--- src/rtl/frm_pkg.sv ---
`timescale 1ns / 1ps
// ----------------------------------------------------------------------------
// frm_pkg: shared types and constants of the frame ring allocator
// Field widths, record store geometry, queue geometry and the words passed
// between the front, queue and back of the allocator.
// ----------------------------------------------------------------------------
package frm_pkg;

  // record ring geometry
  localparam int MAX_FRAMES = 64;
  localparam int SLOT_W     = $clog2(MAX_FRAMES);
  localparam int CNT_W      = $clog2(MAX_FRAMES + 1);

  // data area limits
  localparam int AREA_MAX   = 65536;
  localparam int HDR_MAX    = 1024;

  // field widths
  localparam int AREA_W     = 17;
  localparam int HDR_W      = 11;
  localparam int LEN_W      = 16;
  localparam int FOFS_W     = 16;
  localparam int POFS_W     = 17;
  localparam int HELD_W     = 7;
  localparam int DROP_W     = 7;
  localparam int REC_W      = 2 * AREA_W;

  // front to back queue
  localparam int QUEUE_DEPTH = 2;
  localparam int QPTR_W      = $clog2(QUEUE_DEPTH);
  localparam int QCNT_W      = $clog2(QUEUE_DEPTH + 1);

  // register indexes
  localparam logic REG_AREA = 1'b0;
  localparam logic REG_HDR  = 1'b1;

  // result status codes
  localparam logic STAT_PLACED  = 1'b0;
  localparam logic STAT_REFUSED = 1'b1;

  // effective configuration
  typedef struct packed {
    logic [AREA_W-1:0] area;
    logic [HDR_W-1:0]  hdr;
  } cfg_t;

  // classified request word
  typedef struct packed {
    logic [AREA_W-1:0] total;
    logic [HDR_W-1:0]  hdr;
    logic              refused;
  } item_t;

  // result word
  typedef struct packed {
    logic [FOFS_W-1:0] frame_offset;
    logic [POFS_W-1:0] payload_offset;
    logic [HELD_W-1:0] frames_held;
    logic [DROP_W-1:0] frames_dropped;
    logic              status;
  } result_t;

  // advance a record slot around the ring
  function automatic logic [SLOT_W-1:0] next_slot(input logic [SLOT_W-1:0] s);
    logic [SLOT_W-1:0] n;
    if (s == SLOT_W'(MAX_FRAMES - 1)) begin
      n = '0;
    end else begin
      n = s + 1'b1;
    end
    return n;
  endfunction

endpackage

--- src/rtl/frm_front.sv ---
`timescale 1ns / 1ps
// ----------------------------------------------------------------------------
// frm_front: request intake and classification
// Adds the header to the payload length and flags frames larger than the
// area, then hands the classified word to the queue.
// ----------------------------------------------------------------------------
module frm_front (
  input  logic                       s_valid_i,
  output logic                       s_ready_o,
  input  logic [frm_pkg::LEN_W-1:0]  payload_length_i,
  input  frm_pkg::cfg_t              cfg_i,
  output logic                       push_o,
  output frm_pkg::item_t             item_o,
  input  logic                       q_ready_i
);
  import frm_pkg::*;

  logic [AREA_W-1:0] total;

  // frame size and refusal check
  assign total = AREA_W'(cfg_i.hdr) + AREA_W'(payload_length_i);

  assign item_o.total   = total;
  assign item_o.hdr     = cfg_i.hdr;
  assign item_o.refused = (total > cfg_i.area);

  assign s_ready_o = q_ready_i;
  assign push_o    = s_valid_i & q_ready_i;

endmodule

--- src/rtl/frm_queue.sv ---
`timescale 1ns / 1ps
// ----------------------------------------------------------------------------
// frm_queue: short queue between front and back
// A small FIFO of classified words so intake and placement stall apart.
// ----------------------------------------------------------------------------
module frm_queue (
  input  logic           clk_i,
  input  logic           rst_ni,
  input  logic           push_i,
  input  frm_pkg::item_t item_i,
  output logic           ready_o,
  input  logic           pop_i,
  output logic           valid_o,
  output frm_pkg::item_t item_o
);
  import frm_pkg::*;

  item_t             q_mem [QUEUE_DEPTH];
  logic [QPTR_W-1:0] wr_ptr_q, wr_ptr_d;
  logic [QPTR_W-1:0] rd_ptr_q, rd_ptr_d;
  logic [QCNT_W-1:0] cnt_q, cnt_d;
  logic              do_push, do_pop;

  assign ready_o = (cnt_q != QCNT_W'(QUEUE_DEPTH));
  assign valid_o = (cnt_q != '0);
  assign item_o  = q_mem[rd_ptr_q];
  assign do_push = push_i & ready_o;
  assign do_pop  = pop_i & valid_o;

  // pointer and fill count update
  always_comb begin
    wr_ptr_d = wr_ptr_q;
    rd_ptr_d = rd_ptr_q;
    cnt_d    = cnt_q;
    if (do_push) begin
      wr_ptr_d = (wr_ptr_q == QPTR_W'(QUEUE_DEPTH - 1)) ? '0 : wr_ptr_q + 1'b1;
    end
    if (do_pop) begin
      rd_ptr_d = (rd_ptr_q == QPTR_W'(QUEUE_DEPTH - 1)) ? '0 : rd_ptr_q + 1'b1;
    end
    if (do_push && !do_pop) begin
      cnt_d = cnt_q + 1'b1;
    end else if (do_pop && !do_push) begin
      cnt_d = cnt_q - 1'b1;
    end
  end

  always_ff @(posedge clk_i or negedge rst_ni) begin
    if (!rst_ni) begin
      wr_ptr_q <= '0;
      rd_ptr_q <= '0;
      cnt_q    <= '0;
    end else begin
      wr_ptr_q <= wr_ptr_d;
      rd_ptr_q <= rd_ptr_d;
      cnt_q    <= cnt_d;
    end
  end

  // entry storage
  always_ff @(posedge clk_i) begin
    if (do_push) begin
      q_mem[wr_ptr_q] <= item_i;
    end
  end

endmodule

--- src/rtl/frm_back.sv ---
`timescale 1ns / 1ps
// ----------------------------------------------------------------------------
// frm_back: placement engine
// Walks the record ring evicting oldest frames, wraps the write point when
// the tail is short, places the frame (or refuses an oversized one) and registers the result word.
// ----------------------------------------------------------------------------
module frm_back (
  input  logic                       clk_i,
  input  logic                       rst_ni,
  input  logic [frm_pkg::AREA_W-1:0] area_i,
  input  logic                       clear_i,
  input  logic                       q_valid_i,
  input  frm_pkg::item_t             q_item_i,
  output logic                       q_pop_o,
  output logic                       out_valid_o,
  input  logic                       out_ready_i,
  output frm_pkg::result_t           out_o
);
  import frm_pkg::*;

  localparam logic [1:0] ST_IDLE = 2'd0;
  localparam logic [1:0] ST_EVAL = 2'd1;
  localparam logic [1:0] ST_WAIT = 2'd2;

  logic [1:0]        st_q, st_d;
  logic [AREA_W-1:0] os_q, os_d;
  logic [AREA_W-1:0] wp_q, wp_d;
  logic [CNT_W-1:0]  held_q, held_d;
  logic [SLOT_W-1:0] oslot_q, oslot_d;
  logic [SLOT_W-1:0] nslot_q, nslot_d;
  logic [DROP_W-1:0] drop_q, drop_d;
  item_t             cur_q, cur_d;
  logic              ov_q, ov_d;
  result_t           res_q, res_d;

  logic [REC_W-1:0]  rec_mem [MAX_FRAMES];
  logic [REC_W-1:0]  rd_q;
  logic [SLOT_W-1:0] rd_addr;
  logic              rec_we;
  logic [AREA_W-1:0] frame_end;

  logic [AREA_W-1:0] gap;
  logic              out_free;
  logic              full;

  assign out_free  = !ov_q || out_ready_i;
  assign full      = (held_q >= CNT_W'(MAX_FRAMES));
  assign rd_addr   = next_slot(oslot_q);
  assign frame_end = wp_q + cur_q.total;

  // free room ahead of the write point
  always_comb begin
    if (held_q == '0) begin
      gap = area_i;
    end else if (wp_q > os_q) begin
      gap = area_i - wp_q;
    end else begin
      gap = os_q - wp_q;
    end
  end

  // sequencer
  always_comb begin
    st_d    = st_q;
    os_d    = os_q;
    wp_d    = wp_q;
    held_d  = held_q;
    oslot_d = oslot_q;
    nslot_d = nslot_q;
    drop_d  = drop_q;
    cur_d   = cur_q;
    ov_d    = ov_q;
    res_d   = res_q;
    q_pop_o = 1'b0;
    rec_we  = 1'b0;

    if (ov_q && out_ready_i) begin
      ov_d = 1'b0;
    end

    unique case (st_q)
      ST_IDLE: begin
        if (q_valid_i) begin
          q_pop_o = 1'b1;
          cur_d   = q_item_i;
          drop_d  = '0;
          st_d    = ST_EVAL;
        end
      end
      ST_EVAL: begin
        priority if (cur_q.refused) begin
          if (out_free) begin
            ov_d                 = 1'b1;
            res_d.frame_offset   = '0;
            res_d.payload_offset = '0;
            res_d.frames_held    = HELD_W'(held_q);
            res_d.frames_dropped = '0;
            res_d.status         = STAT_REFUSED;
            st_d                 = ST_IDLE;
          end
        end else if (!full && gap >= cur_q.total) begin
          if (out_free) begin
            rec_we               = 1'b1;
            nslot_d              = next_slot(nslot_q);
            held_d               = held_q + 1'b1;
            wp_d                 = frame_end;
            if (held_q == '0) begin
              os_d = wp_q;
            end
            ov_d                 = 1'b1;
            res_d.frame_offset   = wp_q[FOFS_W-1:0];
            res_d.payload_offset = POFS_W'(wp_q) + POFS_W'(cur_q.hdr);
            res_d.frames_held    = HELD_W'(held_q);
            res_d.frames_dropped = drop_q;
            res_d.status         = STAT_PLACED;
            st_d                 = ST_IDLE;
          end
        end else if (!full && wp_q > os_q) begin
          // tail too short: wrap, wasting it
          wp_d = '0;
        end else begin
          // evict the oldest frame
          oslot_d = next_slot(oslot_q);
          held_d  = held_q - 1'b1;
          drop_d  = drop_q + 1'b1;
          if (held_q == CNT_W'(1)) begin
            os_d = '0;
            wp_d = '0;
          end else begin
            st_d = ST_WAIT;
          end
        end
      end
      ST_WAIT: begin
        // record of the new oldest frame has arrived
        os_d = rd_q[AREA_W-1:0];
        st_d = ST_EVAL;
      end
      default: begin
        st_d = ST_IDLE;
      end
    endcase

    if (clear_i) begin
      st_d    = ST_IDLE;
      os_d    = '0;
      wp_d    = '0;
      held_d  = '0;
      oslot_d = '0;
      nslot_d = '0;
    end
  end

  always_ff @(posedge clk_i or negedge rst_ni) begin
    if (!rst_ni) begin
      st_q    <= ST_IDLE;
      os_q    <= '0;
      wp_q    <= '0;
      held_q  <= '0;
      oslot_q <= '0;
      nslot_q <= '0;
      ov_q    <= 1'b0;
    end else begin
      st_q    <= st_d;
      os_q    <= os_d;
      wp_q    <= wp_d;
      held_q  <= held_d;
      oslot_q <= oslot_d;
      nslot_q <= nslot_d;
      ov_q    <= ov_d;
    end
  end

  // payload registers
  always_ff @(posedge clk_i) begin
    cur_q  <= cur_d;
    drop_q <= drop_d;
    res_q  <= res_d;
  end

  // frame record store: end in the upper half, start in the lower half
  always_ff @(posedge clk_i) begin
    if (rec_we) begin
      rec_mem[nslot_q] <= {frame_end, wp_q};
    end
    rd_q <= rec_mem[rd_addr];
  end

  assign out_valid_o = ov_q;
  assign out_o       = res_q;

  // held count never exceeds the record ring
  a_held_bound: assert property (@(posedge clk_i) disable iff (!rst_ni)
    held_q <= CNT_W'(MAX_FRAMES))
    else $error("held count above ring depth");

  // an empty store sits at offset zero
  a_empty_zero: assert property (@(posedge clk_i) disable iff (!rst_ni)
    (held_q == '0) |-> (os_q == '0 && wp_q == '0))
    else $error("empty store with nonzero offsets");

  // write point stays inside the area
  a_wp_bound: assert property (@(posedge clk_i) disable iff (!rst_ni)
    wp_q <= area_i)
    else $error("write point beyond area");

  // a record fetch is followed by evaluation unless a clear comes in between
  a_wait_eval: assert property (@(posedge clk_i) disable iff (!rst_ni)
    (st_q == ST_WAIT && !clear_i) |=> (st_q == ST_EVAL))
    else $error("record fetch not followed by evaluation");

endmodule

--- src/rtl/frame_ring_allocator_drop_oldest.sv ---
`timescale 1ns / 1ps
// ----------------------------------------------------------------------------
// frame_ring_allocator_drop_oldest: circular frame allocator, drop oldest
// Places frames of header plus payload contiguously in a circular byte area,
// evicting the oldest frames to make room.
// ----------------------------------------------------------------------------
// Usage:
//   s_axis carries one request word per frame: its payload length.
//   m_axis returns one result word per request: frame and payload offsets,
//   frames held before the insert, frames dropped; tuser is the status
//   (1 = frame larger than the area, nothing changed).
//   APB registers: 0x0 area_size, 0x4 header_bytes. Writing area_size
//   empties the store. Write registers only while the block is idle.
// Flow:
//   An accepted word is written into the queue, then taken into the placement
//   engine, which holds one word at a time, and its result is registered.
//   The engine spends an evaluation step on every evicted frame, followed by a
//   record fetch from the record memory (none for the eviction that empties
//   the store), and an evaluation step when the write point wraps.
//   A 2-word queue sits between intake and placement, so requests keep
//   being accepted while a result waits or frames are evicted; once the
//   queue is full, s_axis_tready drops until the placement engine takes
//   the next word, which waits on m_axis_tready when a result is pending.
// Reset: the store is empty, area_size is 65536 and header_bytes is 32.
// ----------------------------------------------------------------------------
module frame_ring_allocator_drop_oldest (
  input  logic        clk_i,
  input  logic        rst_ni,
  // request stream
  input  logic        s_axis_tvalid,
  output logic        s_axis_tready,
  input  logic [15:0] s_axis_tdata,   // [15:0] payload_length
  // result stream
  output logic        m_axis_tvalid,
  input  logic        m_axis_tready,
  output logic [47:0] m_axis_tdata,   // [15:0] frame_offset, [32:16] payload_offset,
                                      // [39:33] frames_held, [46:40] frames_dropped,
                                      // [47] zero
  output logic        m_axis_tuser,   // [0] status
  // configuration
  input  logic        psel,
  input  logic        penable,
  input  logic        pwrite,
  input  logic [2:0]  paddr,
  input  logic [31:0] pwdata,
  output logic [31:0] prdata,
  output logic        pready
);
  import frm_pkg::*;

  logic [AREA_W-1:0] area_q, area_d;
  logic [HDR_W-1:0]  hdr_q, hdr_d;
  logic              wr_en;
  logic              clear;
  cfg_t              cfg;
  logic              push, q_ready, q_valid, q_pop;
  item_t             push_item, q_item;
  result_t           res;

  // register port
  assign pready = 1'b1;
  assign wr_en  = psel & penable & pwrite & pready;
  assign clear  = wr_en && (paddr[2] == REG_AREA);

  always_comb begin
    area_d = area_q;
    hdr_d  = hdr_q;
    if (wr_en) begin
      unique case (paddr[2])
        REG_AREA: area_d = pwdata[AREA_W-1:0];
        REG_HDR:  hdr_d  = pwdata[HDR_W-1:0];
        default:  area_d = area_q;
      endcase
    end
  end

  always_ff @(posedge clk_i or negedge rst_ni) begin
    if (!rst_ni) begin
      area_q <= AREA_W'(AREA_MAX);
      hdr_q  <= HDR_W'(32);
    end else begin
      area_q <= area_d;
      hdr_q  <= hdr_d;
    end
  end

  always_comb begin
    unique case (paddr[2])
      REG_AREA: prdata = 32'(area_q);
      REG_HDR:  prdata = 32'(hdr_q);
      default:  prdata = '0;
    endcase
  end

  // effective register values
  always_comb begin
    if (area_q == '0) begin
      cfg.area = AREA_W'(1);
    end else if (area_q > AREA_W'(AREA_MAX)) begin
      cfg.area = AREA_W'(AREA_MAX);
    end else begin
      cfg.area = area_q;
    end
    if (hdr_q == '0) begin
      cfg.hdr = HDR_W'(1);
    end else if (hdr_q > HDR_W'(HDR_MAX)) begin
      cfg.hdr = HDR_W'(HDR_MAX);
    end else begin
      cfg.hdr = hdr_q;
    end
  end

  frm_front u_front (
    .s_valid_i        (s_axis_tvalid),
    .s_ready_o        (s_axis_tready),
    .payload_length_i (s_axis_tdata),
    .cfg_i            (cfg),
    .push_o           (push),
    .item_o           (push_item),
    .q_ready_i        (q_ready)
  );

  frm_queue u_queue (
    .clk_i   (clk_i),
    .rst_ni  (rst_ni),
    .push_i  (push),
    .item_i  (push_item),
    .ready_o (q_ready),
    .pop_i   (q_pop),
    .valid_o (q_valid),
    .item_o  (q_item)
  );

  frm_back u_back (
    .clk_i       (clk_i),
    .rst_ni      (rst_ni),
    .area_i      (cfg.area),
    .clear_i     (clear),
    .q_valid_i   (q_valid),
    .q_item_i    (q_item),
    .q_pop_o     (q_pop),
    .out_valid_o (m_axis_tvalid),
    .out_ready_i (m_axis_tready),
    .out_o       (res)
  );

  // result packing
  assign m_axis_tdata = {1'b0, res.frames_dropped, res.frames_held,
                         res.payload_offset, res.frame_offset};
  assign m_axis_tuser = res.status;

endmodule

--- config.mk ---
export PLATFORM = sky130hd
export DESIGN_NAME = frame_ring_allocator_drop_oldest
export DESIGN_NICKNAME = d
export VERILOG_FILES = /design/src/rtl/frm_pkg.sv /design/src/rtl/frm_front.sv /design/src/rtl/frm_queue.sv /design/src/rtl/frm_back.sv /design/src/rtl/frame_ring_allocator_drop_oldest.sv
export SDC_FILE = /design/constraint.sdc
export NUM_CORES = 2
export LEC_CHECK = 0
export ABC_AREA = 1
export BUFFER_PORTS_ARGS = -buffer_cell sky130_fd_sc_hd__buf_2
export CAP_MARGIN = 30
export CORE_MARGIN = 2
export CORE_UTILIZATION = 55
export DETAILED_ROUTE_END_ITERATION = 16
export GPL_ROUTABILITY_DRIVEN = 0
export HOLD_SLACK_MARGIN = 0.06
export PLACE_DENSITY_LB_ADDON = 0.08
export REMOVE_ABC_BUFFERS = 1
export SLEW_MARGIN = 25
export SYNTH_ARGS = -nofsm -noshare
export SYNTH_HDL_FRONTEND = slang
export SYNTH_SLANG_ARGS = --single-unit
--- constraint.sdc ---
create_clock -name clk_i -period 18.8 [get_ports clk_i]
set_clock_uncertainty 0.1 [all_clocks]
set_input_delay 2.82 -clock clk_i [delete_from_list [all_inputs] [get_ports clk_i]]
set_output_delay 2.82 -clock clk_i [all_outputs]
set_load 0.03 [all_outputs]
==> impl_metrics.yaml <==
pwr:
  p_int_mw: 6.62
  vdd_drop_max_mv: 0.239
  fin_total_pwr_mw: 11.3
  power_density_of_the_placed_cells_nw_per_um2: 169
  clock_power_share: 0.236
  switching_share: 0.416
  power_frac_comb: 0.422
  leakage_nw: 26.6
  netSwitchingPower_mw: 4.71
  share_seq_of_total_power: 0.342
floorplanning:
  design.core.area_sq_um: 110000
  rows: 122
  die_area_sq_um: 114000
  die_h_microns: 337
  starting_density_of_the_core: 0.553
  dieWidth_microns: 337
  ioPinCount: 142
final_layout:
  antenna_cells: 0
  final.fill_count: 8933
  drive_gt1_frac: 0.0840
  area.growth.synth_to_final_pct: 10.1
  final_net_count: 5956
worst_setup_path:
  worstPathRequired_ns: 19.12
  ff2ff_setup_slack_ns: 11.19
  crit_path_arrival_time_ns: 7.93
  worst_r2r_endpoint: "u_back.rec_mem[31][15]$_DFFE_PP_"
  worstSetupEndpoint: "u_back.rec_mem[31][15]$_DFFE_PP_"
  timing.critical_path.fanout_max: 70
  crit_type: "flip-flop to flip-flop"
  reg2regPathDepth: 24
  worst_setup_path_start_kind: "flip-flop"
  critPathLaunch: "u_back.wp_q[15]$_DFFE_PN0P_"
  worstReg2RegStart: "u_back.wp_q[15]$_DFFE_PN0P_"
  critical_path.endpoint_type: "flip-flop"
hold_path:
  min-delay-path-class: "flip-flop to flip-flop"
  worst_min_path_start: "u_back.os_q[0]$_DFFE_PN0P_"
timing:
  worst_slew_pin_slew_ns: 1.18
  slew_headroom: 0.213
  report.final.hold_viol_count: 0
  fin_crit_sh: 0.405
  grt_setup_unrepaired: "false"
  timing.final.crit_period_ns: 7.61
  tns_ns: 0
  number_of_failing_setup_endpoints_in_the_final_timing_report: 0
  timing.fmax_mhz: 131
  final_max_tran_viols: 0
logic_synthesis:
  synth_seq_cells: 1335
  yosysWarningCount: 0
  ys_top_cells_by_area: "sky130_fd_sc_hd__edfxtp_1 61%, sky130_fd_sc_hd__nand2_1 8.9%, sky130_fd_sc_hd__nand3_1 6.3%"
  post_synth_inst_count: 5715
  synthesis.area_per_instance_sq_um: 10.7
  synthTopCellsByCount: "1441 x sky130_fd_sc_hd__nand2_1, 1230 x sky130_fd_sc_hd__edfxtp_1, 762 x sky130_fd_sc_hd__nand3_1, 606 x sky130_fd_sc_hd__inv_1, 231 x sky130_fd_sc_hd__nor2_1"
  dominantRegCellSynth: "sky130_fd_sc_hd__edfxtp_1"
  yosysMostFrequentCell: "sky130_fd_sc_hd__nand2_1"
  synth_async_sr_flop_share: 0.0659
  synthDistinctLibCells: 54
  post_synth_instance_area_sq_um: 61000
  post-synth-top-area-fraction: 0.605
  number_of_enable_type_register_cells_in_the_synthesized_netlist: 1230
  netlist.top_cell.by_area: "sky130_fd_sc_hd__edfxtp_1"
  yosysSeqAreaShare: 0.647
placement:
  place.port_buffers: 107
  dp.final_hpwl_mm: 91.0
clock_network:
  clkSlewWorstSetupHoldPaths_ns: 0.06
  clock_insertion_delay_worst_skew_ns: 0.77
  clock-sinks: 1335
  cts-resized-gates: 0
  clock_h_tree_levels: 4
  clock_tree.root_cell: "sky130_fd_sc_hd__clkbuf_16"
  post-cts-setup-buffers: 0
  post_cts_hold_buffer_count: 0
  cts_buffers: 140
  cts_tree: "yes"
  ctsLongestPathBuffers: 3
drt:
  mean_number_of_vias_per_cell: 5.64
  antenna_violating_nets_post_route: 0
  drt_first_iter_violations: 3976
  dr.pass1.iters: 6
  avgRoutedWirePerCell_microns: 21.7
  detailroute.via_count: 41650
  routed_wl_mm: 161
  route.detailed.drc: 0
run_status:
  run_status: "finished, final reports clean"
job:
  drv.max_cap_violation_count: 0
grt:
  antenna_found_initial: 1
  grt_first_pass_wirelength_mm: 237
  grt_pass1_vias: 38858
  global_route_usage_over_all_layers: 0.281
  overflow: 0
  grt_max_degree: 241
## metal layers
metal	up-vias	global-route usage	wire length, microns
met5	-	0	0
met4	0	0.115	6260
met3	291	0.0434	10600
met2	1481	0.456	76000
met1	20107	0.380	67600
li1	19771	-	-
## cell usage in the layout, fill, tap and decap left out, drive strengths merged, types with 23 or more instances in the layout
cell / netlist / final
a21oi: 187 / 187
buf: 190 / 218
clkbuf: 120 / 190
clkinv: 5 / 56
dfrtp: 86 / 86
edfxtp: 1230 / 1230
ha: 113 / 113
inv: 611 / 618
nand2: 1450 / 1450
nand3: 772 / 772
nand3b: 107 / 107
nor2: 238 / 238
nor3: 29 / 29
o211ai: 210 / 210
o21ai: 215 / 215
xnor2: 38 / 38
xor2: 23 / 23
## power groups by stage
stage | clock network (mW) | logic, mW | registers [mW]
after CTS | 2.72 | 4.74 | 3.87
after global routing | 2.83 | 5.29 | 3.89
after global placement | 0 | 4.65 | 3.93
final | 2.68 | 4.78 | 3.88
after floorplan | 0 | 3.18 | 4.10
after detailed placement | 0 | 4.72 | 3.93
## worst max-delay path: stages, from the launching register on
cell	delay (ns)
sky130_fd_sc_hd__dfrtp_2	0.34
sky130_fd_sc_hd__buf_4	0.73
sky130_fd_sc_hd__inv_1	0.33
sky130_fd_sc_hd__ha_1	0.44
sky130_fd_sc_hd__nand4_1	0.14
sky130_fd_sc_hd__nor3_1	0.20
sky130_fd_sc_hd__nand2_2	0.09
sky130_fd_sc_hd__nand2_1	0.69
sky130_fd_sc_hd__clkinv_1	0.50
sky130_fd_sc_hd__a21oi_1	0.29
sky130_fd_sc_hd__o21ai_0	0.18
sky130_fd_sc_hd__o21ai_0	0.13
sky130_fd_sc_hd__ha_1	0.19
sky130_fd_sc_hd__nand2_1	0.07
sky130_fd_sc_hd__nor2_1	0.14
sky130_fd_sc_hd__nand2_2	0.07
sky130_fd_sc_hd__nor2_1	0.10
sky130_fd_sc_hd__nand2_1	0.09
sky130_fd_sc_hd__nand4_2	0.17
sky130_fd_sc_hd__nand2_2	0.08
sky130_fd_sc_hd__buf_4	0.30
sky130_fd_sc_hd__nor3_4	0.36
sky130_fd_sc_hd__nand2_1	0.59
sky130_fd_sc_hd__nor2_1	0.54
sky130_fd_sc_hd__buf_4	0.35
## metrics by stage
stage	util	worst slack (ns)	instances	cell area [sq um]	hold slack (ns)
2_1_floorplan	-	6.64	5420	59300	0.342
3_3_place_gp	0.568	11.20	7124	62700	0.364
3_5_place_dp	0.568	11.28	7125	62700	0.366
4_1_cts	0.609	11.28	7381	67200	0.386
5_1_grt	0.609	10.68	7382	67200	0.413
6_report	0.609	11.19	7382	67200	0.383
## area by class of cell
class	instances	area [sq um]	share of cell area
sequential	1335	39500	0.588
tap	1488	1860	0.0277
multi-input combinational	3469	17600	0.262
inverter	616	2330	0.0347
timing repair buffer	218	1420	0.0211
clock inverter	66	579	0.00862
clock buffer	190	3870	0.0575
## registers in the layout, summed over array words and instances, names as in the netlist, 6 cells and up
signal          count
u_back.oslot_q      6
hdr_q              11
area_q             17
u_back.wp_q        17
u_back.rec_mem   1088
u_back.held_q       7
u_back.nslot_q      6
u_back.drop_q       7
u_queue.q_mem      58
u_back.out_o       48
u_back.cur_q       29
u_back.os_q        17
u_back.rd_q        17
## worst min path at each step
stage	to	slack (ns)	cells past startpoint
after floorplan	u_back.os_q[0]$_DFFE_PN0P_	0.34	2
after global placement	u_back.os_q[0]$_DFFE_PN0P_	0.36	2
after detailed placement	u_back.os_q[0]$_DFFE_PN0P_	0.37	2
after CTS	u_back.os_q[0]$_DFFE_PN0P_	0.39	2
after global routing	u_back.os_q[12]$_DFFE_PN0P_	0.41	2
final	u_back.os_q[0]$_DFFE_PN0P_	0.38	2
## logic make-up (layout without fill, tap and decap cells)
group / after synthesis / count (layout) / share of synthesized area
fa+ha+maj: 118 / 118 / 0.0248
flops: 1335 / 1335 / 0.647
mux: 3 / 3 / 0.000554
buf+inv: 926 / 1090 / 0.0670
simple gates: 2623 / 2623 / 0.189
compound gates: 647 / 647 / 0.0631
other cells: 2 / 17 / 0.000123
xor+xnor: 61 / 61 / 0.00876
Note: power is estimated with default switching activity, not from simulation.
